`config.mk`:
```
export PLATFORM = sky130hd
export DESIGN_NAME = qau_div_cell
export DESIGN_NICKNAME = d
export VERILOG_FILES = /design/src/design/qau_pkg.sv /design/src/design/qau_div_cell.sv
export SDC_FILE = /design/constraint.sdc
export NUM_CORES = 1
export LEC_CHECK = 0
export BUFFER_PORTS_ARGS = -buffer_cell sky130_fd_sc_hd__buf_2
export CAP_MARGIN = 20
export CORE_AREA = 3 3 258 260
export DETAILED_ROUTE_END_ITERATION = 12
export DIE_AREA = 0 0 261 263
export GPL_TIMING_DRIVEN = 0
export PLACE_DENSITY = 0.6
export SLEW_MARGIN = 15
export SYNTH_ARGS = -nofsm -noshare
export SYNTH_HDL_FRONTEND = slang
export SYNTH_SLANG_ARGS = --single-unit
```
`constraint.sdc`:
```
create_clock -name clk -period 8.18 [get_ports clk]
set_clock_uncertainty 0.05 [all_clocks]
set_input_delay 0.409 -clock clk [delete_from_list [all_inputs] [get_ports clk]]
set_output_delay 0.409 -clock clk [all_outputs]
set_load 0.02 [all_outputs]
```
`src/design/qau_pkg.sv`:
```
`timescale 1ns / 1ps
// ----------------------------------------------------------------------------
// qau_pkg
// Shared types and defaults for the quaternion arithmetic unit.
// ----------------------------------------------------------------------------
package qau_pkg;

  localparam int COMPONENT_WIDTH_DEF = 16;
  localparam int FRACTION_BITS_DEF   = 8;
  localparam int LANES               = 4;

  typedef enum logic [1:0] {
    KIND_ADD = 2'd0,
    KIND_SUB = 2'd1,
    KIND_MUL = 2'd2,
    KIND_DIV = 2'd3
  } kind_t;

  typedef struct packed {
    logic             vld;
    logic             is_div;
    logic             dbz;
    logic [LANES-1:0] neg;
    logic [LANES-1:0] big;
  } qau_flags_t;

endpackage

```
`src/design/qau_div_cell.sv`:
```
`timescale 1ns / 1ps
// ----------------------------------------------------------------------------
// qau_div_cell
// One restoring-division cell: resolves one quotient bit for all four lanes.
// ----------------------------------------------------------------------------
module qau_div_cell #(
  parameter int CW    = qau_pkg::COMPONENT_WIDTH_DEF,
  parameter int FB    = qau_pkg::FRACTION_BITS_DEF,
  parameter int SHIFT = 0
) (
  input  logic                 clk,
  input  logic [3*CW+FB+1:0]   rem_in  [4],
  input  logic [CW-1:0]        q_in    [4],
  input  logic [2*CW:0]        div_in,
  output logic [3*CW+FB+1:0]   rem_out [4],
  output logic [CW-1:0]        q_out   [4],
  output logic [2*CW:0]        div_out
);
  import qau_pkg::*;

  localparam int RW = 3 * CW + FB + 2;
  localparam int DW = 2 * CW + 1;

  logic [RW-1:0] trial;
  logic [RW-1:0] rem_nxt [4];
  logic [CW-1:0] q_nxt   [4];
  logic [RW-1:0] rem_r   [4];
  logic [CW-1:0] q_r     [4];
  logic [DW-1:0] div_r;

  always_comb begin
    trial = RW'(div_in) << SHIFT;
    for (int i = 0; i < 4; i++) begin
      if (rem_in[i] >= trial) begin
        rem_nxt[i] = rem_in[i] - trial;
        q_nxt[i]   = q_in[i] | (CW'(1) << SHIFT);
      end else begin
        rem_nxt[i] = rem_in[i];
        q_nxt[i]   = q_in[i];
      end
    end
  end

  always_ff @(posedge clk) begin
    rem_r <= rem_nxt;
    q_r   <= q_nxt;
    div_r <= div_in;
  end

  assign rem_out = rem_r;
  assign q_out   = q_r;
  assign div_out = div_r;

endmodule

```
==> impl_metrics.csv <==
group,metric,value,unit
power_and_ir_drop,peakVddDrop,0.1460,mV
sta,slew_violations,0,
power_and_ir_drop,p_clk_share,34.4,%
floorplan,core-area,64350,um2
finish,drive_above_1_share,25.31,%
power_and_ir_drop,power_frac_comb,29.9,%
hold_path,holdCritStartpoint,"rem_in[120]",
routing,drcViolationCount,0,
critical_path,crit_type,"in2reg",
critical_path,cp-end-kind,"flop",
floorplan,die_h,263,um
placed_design,hpwl,67450,um
finish,layout_common_cells,"buf_2, dfxtp_1, nand2_1",
routing,drt-wirelength-per-cell,21.35,um
yosys,ys_ff_latch,329,
clocking,ctsHtreeMaxLevel,2,
sta,tightest_slew,0.9018,ns
power_and_ir_drop,seqPwrFrac,35.7,%
floorplan,die_w,261,um
placed_design,gp_congestion,0.9624,
clocking,clock-root-buffer,"clkbuf_16",
global_route,grt_max_degree,17,
power_and_ir_drop,intPower,3416,uW
yosys,syn_inst,2197,
power_and_ir_drop,p_per_area,203.3,nW/um2
yosys,syn_area,18430,um2
outcome,status,"finished clean",
global_route,met3_usage,5.714,%
yosys,synth_async_sr_flop_share,0,%
routing,drt_iter0_drc,1330,
routing,ant_nets,0,
clocking,cts_resized,0,
flow_run,max_cap_viol_count,0,
yosys,yosysUniqueCellTypes,84,
global_route,grt_usage,23.23,%
floorplan,io_pins,659,
power_and_ir_drop,leakagePower,0.01134,uW
yosys,synth_warnings,0,
clocking,clk_pin_slew_worst_paths,0.07,ns
hold_path,hp-class,"in2reg",
critical_path,startpoint_type,"input pin",
routing,vias_per_cell,5.004,
placed_design,post_dp_cell_area,22760,um2
power_and_ir_drop,netSwitchingFraction,34.57,%
critical_path,worstSetupStartpoint,"div_in[11]",
routing,drt-pass1-iter-count,5,
clocking,cts_sinks,329,
global_route,grt_use_met2,40.72,%
sta,final-setup-viol-count,0,
placed_design,pre_cts_slack,3.514,ns
global_route,grt_overflow,0,
global_route,grt.busiest_layer,"met2",
finish,nNetsFinal,3513,
power_and_ir_drop,total_power,5220,uW
sta,hold_violations,0,
critical_path,cp.arrival,5.02,ns
sta,fin_ws,3.519,ns
routing,wirelength,84110,um
finish,syn_to_final_growth,39.33,%
clocking,clk_path_buf_depth,3,
finish,final_area,25670,um2
clocking,cts_made_buffers,38,
sta,tns,0,ns
critical_path,crit_path_max_fanout,10,
floorplan,initial_utilization,28.64,%
power_and_ir_drop,switchingPower,1804,uW
critical_path,critPathRequiredTime,8.54,ns
global_route,grt_pass1_vias,18969,
sta,rsz0062_at_grt,"no",
yosys,synth_edf_count,0,
finish,mostFrequentLayoutCell,"buf_2",
sta,min_period,4.661,ns
sta,period_share,56.98,%
yosys,avgSynthCellArea,8.388,um2
yosys,synthFlopType,"dfxtp_1",
floorplan,die_area,68640,um2
global_route,antenna_found_initial,21,
routing,num_vias,19712,
floorplan,rows,93,
yosys,ys_seq_area_share,35.74,%
global_route,met1_usage,28.09,%
yosys,syn_nets,2663,
finish,fillers,6583,
sta,maxSlewHeadroom,38.32,%
sta,fmax,214.6,MHz
clocking,cts_tree,"built",
placed_design,port_buffers,652,
global_route,grt_pass1_wl,120500,um
synthesized netlist by cell type, types with 8 or more instances:
library cell | instances | area [um2]
dfxtp_1 | 329 | 6586
nand2_1 | 231 | 867.1
a21oi_1 | 174 | 870.8
o21ai_0 | 164 | 820.8
nor2_1 | 155 | 581.8
ha_1 | 132 | 1652
xnor2_1 | 118 | 1033
xor2_1 | 98 | 858.3
clkbuf_1 | 78 | 292.8
inv_1 | 77 | 289.0
nand4_1 | 60 | 375.4
a21o_1 | 57 | 427.9
nor3_1 | 56 | 280.3
nor4_1 | 43 | 269.0
nand3_1 | 41 | 205.2
nand2b_1 | 30 | 187.7
o21bai_1 | 26 | 195.2
or3_1 | 25 | 156.4
a31oi_1 | 20 | 125.1
a211oi_1 | 18 | 135.1
or4_1 | 18 | 135.1
and3_1 | 17 | 106.4
nor2b_1 | 16 | 100.1
o31ai_1 | 16 | 120.1
o21a_1 | 15 | 112.6
buf_2 | 13 | 65.06
mux2_2 | 13 | 146.4
and2_1 | 10 | 62.56
o211ai_1 | 9 | 67.56
nor4b_1 | 8 | 70.07
o21ai_1 | 8 | 40.04
or2_2 | 8 | 50.05
worst max-delay path, cell delays in order:
cell and delay, ns:
dlygate4sd3_1 0.53, buf_2 0.15, inv_1 0.46, ha_1 0.34
clkbuf_1 0.19, a21oi_1 0.27, o22ai_1 0.17, a211oi_1 0.49
o41ai_2 0.19, a21oi_1 0.65, clkbuf_1 0.49, buf_2 0.33
nand2_1 0.07, o21ai_0 0.22
routing by layer:
metal	vias up	part of all wire, %
met4	16	3.0
met1	9203	41
met3	123	7.9
met2	751	48
li1	9619	-
met5	-	0.12
cells by family after synthesis:
family | synth area share (%)
xor+xnor | 10.27
fa+ha+maj | 9.397
compound gates | 19.34
buf+inv | 3.633
simple gates | 20.72
flops | 35.74
mux | 0.9030
through the flow:
stage | hold slack (ns) | cells | utilization, %
3_3_place_gp | 0.4606 | 3704 | 35.37
4_1_cts | 0.00009354 | 3929 | 39.86
2_1_floorplan | 0.3867 | 2197 | -
6_report | 0.02578 | 3939 | 39.90
5_1_grt | 0.01086 | 3931 | 39.87
3_5_place_dp | 0.4628 | 3704 | 35.37
power groups by stage:
| stage | combinational, uW | clock, uW | sequential [uW] |
|---|---|---|---|
| floorplan | 627 | 0 | 2160 |
| global placement | 1500 | 0 | 1890 |
| detailed placement | 1490 | 0 | 1900 |
| CTS | 1560 | 1840 | 1870 |
| global route | 1680 | 1900 | 1880 |
| finish | 1560 | 1800 | 1860 |
what timing repair did:
action,CTS,global route
setup buffers,0,0
hold buffers,158,0
endpoints found under the hold margin,158,0
layout make-up:
class,instances,area [um2],area share (%)
Buffer,93,380.4,1.481
Inverter,77,289.0,1.126
Tap cell,855,1070,4.167
Clock buffer,47,1035,4.030
Sequential cell,329,6586,25.65
Antenna cell,10,25.02,0.09747
Timing Repair Buffer,810,4845,18.87
Multi-Input combinational cell,1698,11170,43.51
Clock inverter,20,272.8,1.062
registers in the layout (all words and copies together), names as in the netlist:
register and flops:
div_out 33, rem_out 232, q_out 64
worst paths after layout:
path / endpoint / slack, ns / depth (start not counted)
setup / recovery: rem_out[131] / 3.52 / 14
hold / removal: rem_out[120] / 0.03 / 3
Note: power is estimated with default switching activity, not from simulation.
